**src/hw/rtl/ptcr_pkg.sv**
```systemverilog
package ptcr_pkg;

  // Configured tree depth and the usable depth given a 32-bit path register
  localparam int MAX_DEPTH  = 32;
  localparam int PathWidth  = 32;
  localparam int DepthLimit = (MAX_DEPTH < PathWidth) ? MAX_DEPTH : PathWidth;

  // Walk operation codes
  localparam logic [1:0] OP_DESCEND = 2'd0;
  localparam logic [1:0] OP_LEAF    = 2'd1;
  localparam logic [1:0] OP_FINISH  = 2'd2;

  // Result error codes
  localparam logic [1:0] ERR_OK           = 2'd0;
  localparam logic [1:0] ERR_ROOT_OR_DONE = 2'd1;
  localparam logic [1:0] ERR_DEPTH        = 2'd2;

  // Input word
  typedef struct packed {
    logic [1:0] operation;
    logic [7:0] symbol;
  } in_word_t;

  // Result word
  typedef struct packed {
    logic [31:0] code_bits;
    logic [5:0]  code_length;
    logic [7:0]  leaf_symbol;
    logic [8:0]  leaf_index;
    logic        tree_done;
    logic [1:0]  error_code;
  } out_word_t;

  // Walk state: root-to-node path and leaf count
  typedef struct packed {
    logic [31:0] path_bits;
    logic [5:0]  path_depth;
    logic [8:0]  leaf_counter;
  } ptcr_state_t;

endpackage

```
**src/hw/rtl/preorder_tree_code_rebuilder_top.sv**
```systemverilog
// Preorder tree code rebuilder.
// Takes the preorder walk of a prefix code tree, one word per cycle while
// in_ready_o is high, on the in channel (valid/ready): descend, leaf with
// its symbol, or finish with the final leaf. Each leaf word, each finish
// word and each error case puts one result word on the out channel
// (valid/ready) with the leaf code, its length, symbol, preorder index,
// done flag and error code. A plain descend gives no result.
// A word accepted on the in channel lands in the input register; its
// result is registered in the output register, which drives out_valid_o.
// Throughput is one word per cycle while the receiver keeps up, set by
// the combinational path update (trailing-ones count and shift) between
// the input and result registers.
// When the receiver stalls, the result waits in the output register and the
// input register still takes one more word; further words are held off by
// in_ready_o until the result is taken. Descend words keep flowing while
// they produce nothing.
// Reset clears both registers' valid flags and the path, depth and leaf
// count, so the next word starts a new tree at the root.
module preorder_tree_code_rebuilder_top (
  input  logic                clk_i,
  input  logic                rst_ni,
  input  logic                in_valid_i,
  output logic                in_ready_o,
  input  ptcr_pkg::in_word_t  in_data_i,
  output logic                out_valid_o,
  input  logic                out_ready_i,
  output ptcr_pkg::out_word_t out_data_o
);
  import ptcr_pkg::*;

  logic        in_valid_q, in_valid_d;
  in_word_t    in_word_q;
  logic        out_valid_q, out_valid_d;
  out_word_t   out_word_q;
  ptcr_state_t state_q, state_d;
  ptcr_state_t step_state;
  logic        step_has_result;
  out_word_t   step_result;
  logic        out_free;
  logic        advance;
  logic        in_accept;

  ptcr_step u_step (
    .state_i      (state_q),
    .word_i       (in_word_q),
    .state_o      (step_state),
    .has_result_o (step_has_result),
    .result_o     (step_result)
  );

  // Flow control
  assign out_free   = !out_valid_q || out_ready_i;
  assign advance    = in_valid_q && (!step_has_result || out_free);
  assign in_ready_o = !in_valid_q || advance;
  assign in_accept  = in_valid_i && in_ready_o;

  always_comb begin
    in_valid_d = in_valid_q;
    if (in_accept) begin
      in_valid_d = 1'b1;
    end else if (advance) begin
      in_valid_d = 1'b0;
    end
  end

  always_comb begin
    out_valid_d = out_valid_q;
    if (advance && step_has_result) begin
      out_valid_d = 1'b1;
    end else if (out_ready_i) begin
      out_valid_d = 1'b0;
    end
  end

  assign state_d = advance ? step_state : state_q;

  // Control and state registers
  always_ff @(posedge clk_i or negedge rst_ni) begin
    if (!rst_ni) begin
      in_valid_q  <= 1'b0;
      out_valid_q <= 1'b0;
      state_q     <= '0;
    end else begin
      in_valid_q  <= in_valid_d;
      out_valid_q <= out_valid_d;
      state_q     <= state_d;
    end
  end

  // Payload registers
  always_ff @(posedge clk_i) begin
    if (in_accept) begin
      in_word_q <= in_data_i;
    end
    if (advance && step_has_result) begin
      out_word_q <= step_result;
    end
  end

  assign out_valid_o = out_valid_q;
  assign out_data_o  = out_word_q;

endmodule

```
**src/hw/rtl/ptcr_step.sv**
```systemverilog
module ptcr_step (
  input  ptcr_pkg::ptcr_state_t state_i,
  input  ptcr_pkg::in_word_t    word_i,
  output ptcr_pkg::ptcr_state_t state_o,
  output logic                  has_result_o,
  output ptcr_pkg::out_word_t   result_o
);
  import ptcr_pkg::*;

  logic [32:0] ext_bits;
  logic [32:0] flip_mask;
  logic [5:0]  flip_count;
  logic [5:0]  trail_ones;
  logic [31:0] climbed_bits;

  // Trailing ones: x ^ (x + 1) marks them plus the first zero above
  assign ext_bits  = {1'b0, state_i.path_bits};
  assign flip_mask = ext_bits ^ (ext_bits + 33'd1);

  // Mask is contiguous from bit 0, so its highest set bit gives the run length
  always_comb begin
    flip_count = '0;
    for (int i = 0; i < 33; i++) begin
      if (flip_mask[i]) begin
        flip_count = 6'(i + 1);
      end
    end
  end

  assign trail_ones   = flip_count - 6'd1;
  assign climbed_bits = (state_i.path_bits >> trail_ones) | 32'd1;

  // One walk step
  always_comb begin
    state_o      = state_i;
    has_result_o = 1'b0;
    result_o     = '0;
    unique case (word_i.operation)
      OP_DESCEND: begin
        if (state_i.path_depth >= 6'(DepthLimit)) begin
          has_result_o         = 1'b1;
          result_o.code_bits   = state_i.path_bits;
          result_o.code_length = state_i.path_depth;
          result_o.leaf_index  = state_i.leaf_counter;
          result_o.error_code  = ERR_DEPTH;
        end else begin
          state_o.path_bits  = {state_i.path_bits[30:0], 1'b0};
          state_o.path_depth = state_i.path_depth + 6'd1;
        end
      end
      OP_LEAF: begin
        has_result_o         = 1'b1;
        result_o.leaf_symbol = word_i.symbol;
        result_o.leaf_index  = state_i.leaf_counter;
        if (state_i.path_depth == 6'd0) begin
          result_o.error_code = ERR_ROOT_OR_DONE;
        end else begin
          result_o.code_bits    = state_i.path_bits;
          result_o.code_length  = state_i.path_depth;
          state_o.leaf_counter  = state_i.leaf_counter + 9'd1;
          // All ones on the path: tree complete, back to the root
          if (trail_ones == state_i.path_depth) begin
            result_o.error_code = ERR_ROOT_OR_DONE;
            state_o.path_bits   = '0;
            state_o.path_depth  = '0;
          end else begin
            result_o.error_code = ERR_OK;
            state_o.path_bits   = climbed_bits;
            state_o.path_depth  = state_i.path_depth - trail_ones;
          end
        end
      end
      OP_FINISH: begin
        has_result_o         = 1'b1;
        result_o.code_bits   = state_i.path_bits;
        result_o.code_length = state_i.path_depth;
        result_o.leaf_symbol = word_i.symbol;
        result_o.leaf_index  = state_i.leaf_counter;
        result_o.tree_done   = 1'b1;
        result_o.error_code  = ERR_OK;
        state_o              = '0;
      end
      default: begin
        // unused operation: no result, state kept
      end
    endcase
  end

endmodule

```
**config.mk**
```make
export PLATFORM = sky130hd
export DESIGN_NAME = preorder_tree_code_rebuilder_top
export DESIGN_NICKNAME = d
export VERILOG_FILES = /design/src/hw/rtl/ptcr_pkg.sv /design/src/hw/rtl/preorder_tree_code_rebuilder_top.sv /design/src/hw/rtl/ptcr_step.sv
export SDC_FILE = /design/constraint.sdc
export NUM_CORES = 1
export LEC_CHECK = 0
export ABC_AREA = 0
export CORE_ASPECT_RATIO = 1.5
export CORE_MARGIN = 2
export CORE_UTILIZATION = 61
export DETAILED_ROUTE_END_ITERATION = 7
export DONT_BUFFER_PORTS = 1
export PLACE_DENSITY = 0.73
export SYNTH_ARGS = -nofsm -noshare
export SYNTH_HDL_FRONTEND = slang
export SYNTH_SLANG_ARGS = --single-unit
```
**constraint.sdc**
```tcl
create_clock -name clk_i -period 13 [get_ports clk_i]
set_input_delay 1.3 -clock clk_i [delete_from_list [all_inputs] [get_ports clk_i]]
set_output_delay 1.3 -clock clk_i [all_outputs]
set_load 0.05 [all_outputs]
```
==> results.toml, run 1 <==
[placement]
hpwlAfterDp_um = 15200
port_buffers = 0
placed_cells = 843
place_congestion = 0.971
dp_slack_ns = 7.04

[synthesis]
synth_edf_count = 68
synth.net_count = 767
ys_warn_count = 0
yosysSeqAreaShare_pct = 42.7
synthTopCellsByCount = "edfxtp_1 (68), and2_1 (59), dfrtp_1 (49), mux2i_1 (49)"
syn_avg_cell_area_sq_um = 10.4
synth_largest_area_cell = "edfxtp_1"
netlist_area_sq_um = 7660
yosysUniqueCellTypes = 79
synth_top_area_share_pct = 26.7
async_flop_share_pct = 41.9
synth_top_cells_by_area = "edfxtp_1 (27%), dfrtp_1 (16%), mux2i_1 (6.4%), mux4_2 (5.0%), and2_1 (4.8%)"
synthFlopType = "edfxtp_1"
yosysMostFrequentCell = "edfxtp_1"
syn_inst = 739
ys_ff_latch = 117

[critical_path]
start_kind = "flip-flop"
crit_type = "reg2reg"
cpPeakStageDelay_ns = 0.56
cp_cell_sequence = "ha_1, nand2_1, nor4_2, o21ai_0, and2_1, nor3_1, a31oi_1, nand2_1, ha_1, inv_1, xnor2_2, buf_4, inv_2, ha_1, nand3_1, nor2_1, nand4_1, nor3_2, or3b_1, nor2_1, a211o_1"
crit_family = "simple AND/OR/NAND/NOR gates"
critical_path_buf_inv_count = 3
endpoint_kind = "flip-flop"
crit_arrival_ns = 6.45
cp.required_ns = 13.30
cp_max_fo = 27
cpMostUsedCell = "ha_1"
crit_path_top_delay_cell = "dfrtp_1"

[clocking]
cts_setup_buffers = 0
htree_levels = 4
clockBufferDepth = 2
cts_buffers = 17
clock_latency_ns = 0.41
cts_tree = "done"
cts.sinks = 117
cts_resized = 0
cts_hold_buffers = 0
clkTransAtPathRegs_ns = 0.06
cts-root-buf = "clkbuf_16"

[grt]
first_global_vias = 5910
grt_max_degree = 81
overflow = 0
grt_pass1_wl_um = 33600
antenna_found_initial = 0
grt_use_total_pct = 33.4

[sta]
max_freq_ghz = 0.163
setup_slack_ns = 6.85
period_share_pct = 47.3
setup_violations = 0
worst_slew_pin_slew_ns = 1.31
hold_viol = 0
rsz0062_at_grt = "no"
slew_violations = 0
period_needed_ns = 6.15
tns_ns = 0
slew_headroom_pct = 12.5
finClkSkew_ns = 0.0102

[route]
first_pass_iters = 5
drtIter0Drc = 638
wirelength_um = 22000
drcViolationCount = 0
route.vias.total = 6122
ant_nets = 0
avgRoutedWirePerCell_um = 25.2
via_per_inst = 7.00

[die]
die_h_um = 141
rows = 50
io_pins = 74
die_width_um = 95.5
core_area_sq_um = 12400
die-area_sq_um = 13500
start_util_pct = 61.8

[pwr]
power_density_nw_per_um2 = 197
swShare_pct = 41.3
seqPwrFrac_pct = 32.5
p_int_uw = 950
p_comb_share_pct = 40.8
pwr-share-clk_pct = 26.7
ir_drop_mv = 0.157
power.leakage_uw = 0.00318
power_switching_uw = 669

[run]
cap_violations = 0

[final_layout]
stdcell_count = 874
fillers = 960
area_growth_pct = 7.17
n_antenna_cell = 0
layout.nets = 734
drive_gt1_share_pct = 12.4

[status]
status = "finished, final reports clean"

[min_path]
worstHoldPathType = "reg2reg"
final timing paths:
kind | slack, ns | to | cells past startpoint | startpoint
max | 6.85 | state_q[23]$_DFFE_PN0P_ | 21 | state_q[16]$_DFFE_PN0P_
min reg2reg | 0.52 | out_data_o[19]$_SDFFCE_PP0P_ | 1 | in_word_q[7]$_DFFE_PP_
min in group asynchronous | 0.58 | out_valid_o$_DFFE_PN0P_ | 0 | rst_ni
max in group asynchronous | 12.30 | state_q[22]$_DFFE_PN0P_ | 0 | rst_ni
max reg2reg | 6.85 | state_q[23]$_DFFE_PN0P_ | 21 | state_q[16]$_DFFE_PN0P_
min | 0.52 | out_data_o[19]$_SDFFCE_PP0P_ | 1 | in_word_q[7]$_DFFE_PP_
through the flow:
step	hold WS (ns)	total power, uW	util [%]	instance area, sq um
finish	0.519	1620	66.2	8210
global route	0.523	1690	66.2	8210
CTS	0.522	1610	66.2	8210
detailed placement	0.514	1180	61.9	7660
global placement	0.508	1160	61.9	7660
floorplan	0.492	1050	-	7660
registers in the layout (all words and copies together), names as in the netlist:
register and flops:
out_valid_o 1, out_data_o 58, state_q 47, in_valid_q 1, in_word_q 10
layer usage:
layer	vias to the layer above	track usage [%]	part of all wire (%)
met5	-	0	0
met3	61	6.09	6.3
met2	322	56.7	52
met1	3023	41.7	38
li1	2716	-	-
met4	0	13.5	3.4
layout make-up:
type / instances / area (sq um) / share of cell area, %
multi-input cells: 544 / 4080 / 49.7
inverters: 19 / 71.3 / 0.869
well taps: 156 / 195 / 2.38
clock buffers: 18 / 429 / 5.23
flip-flops and latches: 117 / 3270 / 39.8
clock inverters: 13 / 111 / 1.36
repair buffers: 7 / 52.6 / 0.640
power groups by stage:
stage / Sequential, uW / Clock (uW) / Combinational, uW
final: 526 / 432 / 661
after global routing: 531 / 451 / 705
after CTS: 525 / 434 / 650
after detailed placement: 532 / 0 / 645
after global placement: 528 / 0 / 633
after floorplan: 508 / 0 / 540
cell usage in the layout, fill, tap and decap left out, types with 6 or more instances in the layout:
cell	netlist	final
nor3b_1	27	27
and2_1	59	59
a21oi_1	44	43
buf_4	1	7
inv_1	18	18
a221o_1	12	12
nand2_1	41	40
and3_1	9	9
nand4_1	13	13
dfrtp_1	49	49
clkbuf_16	0	17
mux4_2	17	17
ha_1	13	13
nor2_1	41	40
nand3_1	25	25
clkinv_2	0	6
mux2i_1	49	49
nor3_1	24	24
o21ai_0	44	44
edfxtp_1	68	68
kinds of logic (layout without fill, tap and decap cells):
| logic type | count (synthesis) | count (layout) | share of synthesized area, % |
|---|---|---|---|
| buffers and inverters | 78 | 57 | 4.33 |
| adders and majority gates | 14 | 14 | 2.39 |
| and+or+nand+nor | 284 | 284 | 21.8 |
| muxes | 75 | 75 | 13.7 |
| DFF | 117 | 117 | 42.7 |
| AOI/OAI and AO/OA | 161 | 161 | 13.9 |
| xor gates and xnor gates | 10 | 10 | 1.14 |
Power figures use the tool's default switching activity.
==> run 2: changes to the inputs <==
Clock period 13 ns to 6.25 ns, I/O delays scaled along.
==> run 2 against run 1 <==
Compared with the run above: wire length rose by 3.0%; clock-buffer cell count fell by 1; global-route usage rose by 1.2 points; critical endpoint is now state_q[13]$_DFFE_PN0P_; largest cell class unchanged; largest power group unchanged.
==> results.toml, run 2 (synthesized netlist as in run 1, its figures left out) <==
[status]
status = "finished, final reports clean"

[clocking]
htree_levels = 4
clockBufferDepth = 2
cts_tree = "done"
cts_setup_buffers = 0
cts.sinks = 117
cts_buffers = 17
cts-root-buf = "clkbuf_16"
cts_resized = 0
clkTransAtPathRegs_ns = 0.06
clock_latency_ns = 0.42
cts_hold_buffers = 1

[sta]
period_share_pct = 86.2
period_needed_ns = 5.39
max_freq_ghz = 0.186
finClkSkew_ns = 0.00982
hold_viol = 0
worst_slew_pin_slew_ns = 0.778
rsz0062_at_grt = "no"
slew_violations = 0
tns_ns = 0
setup_violations = 0
slew_headroom_pct = 47.9
whs_ns = 0.0627

[grt]
overflow = 0
antenna_found_initial = 0
grt_pass1_wl_um = 35000
grt_use_total_pct = 34.6
first_global_vias = 6117
grt_max_degree = 81

[die]
die_width_um = 95.5
start_util_pct = 61.8
io_pins = 74
rows = 50
die-area_sq_um = 13500
die_h_um = 141
core_area_sq_um = 12400

[placement]
placed_area_sq_um = 7730
hpwlAfterDp_um = 15500
place_congestion = 0.951
port_buffers = 0

[pwr]
finalPower_uw = 3480
power.leakage_uw = 0.00325
ir_drop_mv = 0.211
power_density_nw_per_um2 = 416

[critical_path]
crit_arrival_ns = 5.73
cp_max_fo = 18
cp.required_ns = 6.59
r2r-start = "state_q[16]$_DFFE_PN0P_"
rrSetupSlack_ns = 0.86
crit_type = "reg2reg"
endpoint_kind = "flip-flop"
start_kind = "flip-flop"
critPathLaunch = "state_q[16]$_DFFE_PN0P_"

[final_layout]
final_cell_area_sq_um = 8350
final_cell_mix = "edfxtp_1 (68), and2_1 (59), mux2i_1 (49), dfrtp_1 (49), o21ai_0 (44)"
postLayoutCoreUtil_pct = 67.4
largest_register_ff_count = 58
fillers = 929
layout_commonest_cell = "edfxtp_1"
area_growth_pct = 9.12
multi_input_area_sq_um = 4080
drive_gt1_share_pct = 13.7
n_antenna_cell = 0
regArea_sq_um = 3270
layout.nets = 744

[route]
ant_nets = 0
first_pass_iters = 8
drcViolationCount = 0
route.vias.total = 6358
via_per_inst = 7.18
wirelength_um = 22700
avgRoutedWirePerCell_um = 25.6
drtIter0Drc = 558

[run]
cap_violations = 0

[min_path]
worstHoldPathType = "in2async"
## run 2: where the power goes
part | switching [uW] | total [uW] | internal, uW
clock network | 395 | 992 | 597
logic | 856 | 1400 | 543
registers | 187 | 1090 | 902
## run 2: layer usage
metal	vias up	wire, um	global-route usage (%)	part of all wire, %
li1	2747	-	-	-
met1	3082	8300	42.6	37
met4	0	1400	19.5	6.2
met3	112	1760	6.73	7.8
met5	-	0	0	0
met2	417	11200	56.3	49
## run 2: path summary, 6_finish.rpt
kind,cells past startpoint,to
setup / recovery,19,state_q[13]$_DFFE_PN0P_
hold / removal,1,state_q[43]$_DFFE_PN0P_
setup reg to reg,19,state_q[13]$_DFFE_PN0P_
hold reg to reg,1,out_data_o[12]$_SDFFCE_PP0P_
max in group asynchronous,1,state_q[22]$_DFFE_PN0P_
min in group clk_i,0,in_word_q[5]$_DFFE_PP_
## run 2: metrics by stage
| stage | worst slack, ns | instances |
|---|---|---|
| 5_1_grt | 0.371 | 885 |
| 4_1_cts | 0.915 | 885 |
| 6_report | 0.861 | 885 |
| 3_3_place_gp | 1.07 | 852 |
| 2_1_floorplan | 1.18 | 739 |
| 3_5_place_dp | 0.951 | 852 |
## run 2: critical path: stages, from the launching register on
cell	delay (ns)
dfrtp_1	0.57
ha_1	0.35
nand2_1	0.26
or3_1	0.47
o32ai_1	0.26
and2_1	0.18
nor3_1	0.07
a31oi_1	0.27
nand2_1	0.09
ha_1	0.46
inv_1	0.59
buf_4	0.35
fa_1	0.25
inv_1	0.05
a21oi_1	0.18
nand2_1	0.07
o21ai_0	0.20
a21oi_1	0.11
or3_1	0.37
o211ai_2	0.14
## run 2: layout make-up
type                            instances  share of cell area, %
Multi-Input combinational cell        544                   48.8
Clock buffer                           17                   5.09
Sequential cell                       117                   39.1
Timing Repair Buffer                   17                   1.77
Tap cell                              156                   2.34
Clock inverter                         15                   2.02
Inverter                               19                  0.854
==> run 3: changes to the inputs <==
Settings changed: GPL_TIMING_DRIVEN set to 0.
==> run 3 against run 2 <==
Compared with the run above: worst hold slack got worse by 0.0078 ns; flip-flop and latch count unchanged; sequential power about the same; combinational power increased by 16%; utilization up 1.7 points; fmax down 11%; final cell count grew 5.0%; clock power is 1% lower; clock-buffer cell count grew 4.
==> results.toml, run 3 (synthesized netlist as in run 1, its figures left out) <==
[grt]
overflow = 0
grt_max_degree = 50
first_global_vias = 6588
grt_pass1_wl_um = 38900
antenna_found_initial = 0
grt_use_total_pct = 39.8

[die]
die_h_um = 141
rows = 50
io_pins = 74
start_util_pct = 61.8
core_area_sq_um = 12400
die-area_sq_um = 13500
die_width_um = 95.5

[final_layout]
multi_input_area_sq_um = 4120
final_cell_mix = "edfxtp_1 (68), and2_1 (59), mux2i_1 (49), dfrtp_1 (49)"
drive_gt1_share_pct = 13.8
n_antenna_cell = 0
postLayoutCoreUtil_pct = 69.1
layout_commonest_cell = "edfxtp_1"
regArea_sq_um = 3270
final_cell_area_sq_um = 8560
area_growth_pct = 11.8
layout.nets = 788
fillers = 919
largest_register_ff_count = 58

[pwr]
pwr-share-clk_pct = 26.8
ir_drop_mv = 0.262
p_int_uw = 2110
power_switching_uw = 1560
seqPwrFrac_pct = 29.0
finalPower_uw = 3670
swShare_pct = 42.6
power_density_nw_per_um2 = 428
power.leakage_uw = 0.00334
p_comb_share_pct = 44.2

[critical_path]
r2r_end = "state_q[23]$_DFFE_PN0P_"
cp.required_ns = 6.56
crit_arrival_ns = 6.33
rrSetupSlack_ns = 0.22
r2r-start = "state_q[16]$_DFFE_PN0P_"
critPathLaunch = "state_q[16]$_DFFE_PN0P_"
crit_type = "reg2reg"
cp_cell_sequence = "ha_1, nand2_1, or3_1, o221a_2, nor3_2, nor3_4, buf_6, buf_4, ha_1, inv_1, xnor2_4, inv_2, buf_2, buf_2, ha_1, nand3_1, nor2_1, nand4b_1, a21oi_2, or3b_1, clkbuf_1, nor2_1, a211o_1"
start_kind = "flip-flop"
crit_path_top_delay_cell = "or3_1"
endpoint = "state_q[23]$_DFFE_PN0P_"
endpoint_kind = "flip-flop"
cpMostUsedCell = "ha_1"
cp_max_fo = 11
cpPeakStageDelay_ns = 0.48
reg2regPathDepth = 23

[sta]
period_share_pct = 96.4
slew_violations = 0
rsz0062_at_grt = "no"
slew_headroom_pct = 45.1
worst_slew_pin_slew_ns = 0.824
max_freq_ghz = 0.166
setup_violations = 0
hold_viol = 0
period_needed_ns = 6.03
finClkSkew_ns = 0.0206
tns_ns = 0
whs_ns = 0.0548

[clocking]
clockBufferDepth = 2
htree_levels = 4
clkTransAtPathRegs_ns = 0.06
clock_latency_ns = 0.44
cts_buffers = 17
cts.sinks = 117
cts-root-buf = "clkbuf_16"
cts_tree = "done"

[route]
drcViolationCount = 0
route.vias.total = 6671
drtIter0Drc = 685
ant_nets = 0
avgRoutedWirePerCell_um = 27.9
via_per_inst = 7.18
first_pass_iters = 6
wirelength_um = 26000

[min_path]
worstHoldPathType = "in2async"

[placement]
hpwlAfterDp_um = 18200
port_buffers = 0
place_congestion = 0.955
placed_area_sq_um = 7880

[run]
cap_violations = 0

[status]
status = "finished, final reports clean"
-- run 3: layout make-up --
type	count	area share (%)
Multi-Input combinational cell	544	48.2
Sequential cell	117	38.2
Clock buffer	21	5.38
Buffer	57	2.97
Tap cell	156	2.28
Clock inverter	11	1.48
Inverter	19	0.833
Timing Repair Buffer	4	0.731
-- run 3: how the worst min path moves through the flow --
stage	cells past startpoint	end	slack, ns
after CTS	1	state_q[42]$_DFFE_PN0P_	0.07
after global placement	0	out_valid_o$_DFFE_PN0P_	0.33
after floorplan	0	in_valid_q$_DFFE_PN0P_	0.33
after global routing	1	in_valid_q$_DFFE_PN0P_	0.07
final	1	state_q[26]$_DFFE_PN0P_	0.05
after detailed placement	0	out_valid_o$_DFFE_PN0P_	0.33
-- run 3: worst max-delay path: cells and delay by family (launching register included) --
kind	cells	cell delay (ns)
buffers and inverters	7	1.69
adders and majority gates	3	0.77
xor gates and xnor gates	1	0.17
and+or+nand+nor	9	2.03
DFF	1	0.38
AOI/OAI and AO/OA	3	0.82
-- run 3: power by group through the flow --
| stage | logic (uW) | clock network (uW) | registers [uW] |
|---|---|---|---|
| global route | 1710 | 1010 | 1070 |
| finish | 1620 | 982 | 1060 |
| global placement | 1480 | 0 | 1070 |
| detailed placement | 1520 | 0 | 1070 |
| CTS | 1550 | 975 | 1060 |
| floorplan | 1120 | 0 | 1060 |
-- run 3: per-layer routing --
metal	track usage [%]	vias up	wire length, um
li1	-	2828	-
met1	47.0	3239	8910
met2	64.3	486	12900
met3	9.89	118	2390
met4	24.8	0	1810
met5	0	-	0
-- run 3: what timing repair did --
action                                 in CTS  in global routing
gates resized for setup                     2                  8
setup endpoints to repair                  15                 24
hold buffers                                1                  0
buffers inserted                            0                  2
endpoints found under the hold margin      49                  0
pin swaps                                   0                  2
-- run 3: through the flow --
stage	setup WS, ns	instances
after floorplan	1.18	739
after CTS	0.0368	929
after global routing	0.0145	929
final	0.224	929
after global placement	-0.0761	895
after detailed placement	-0.196	896
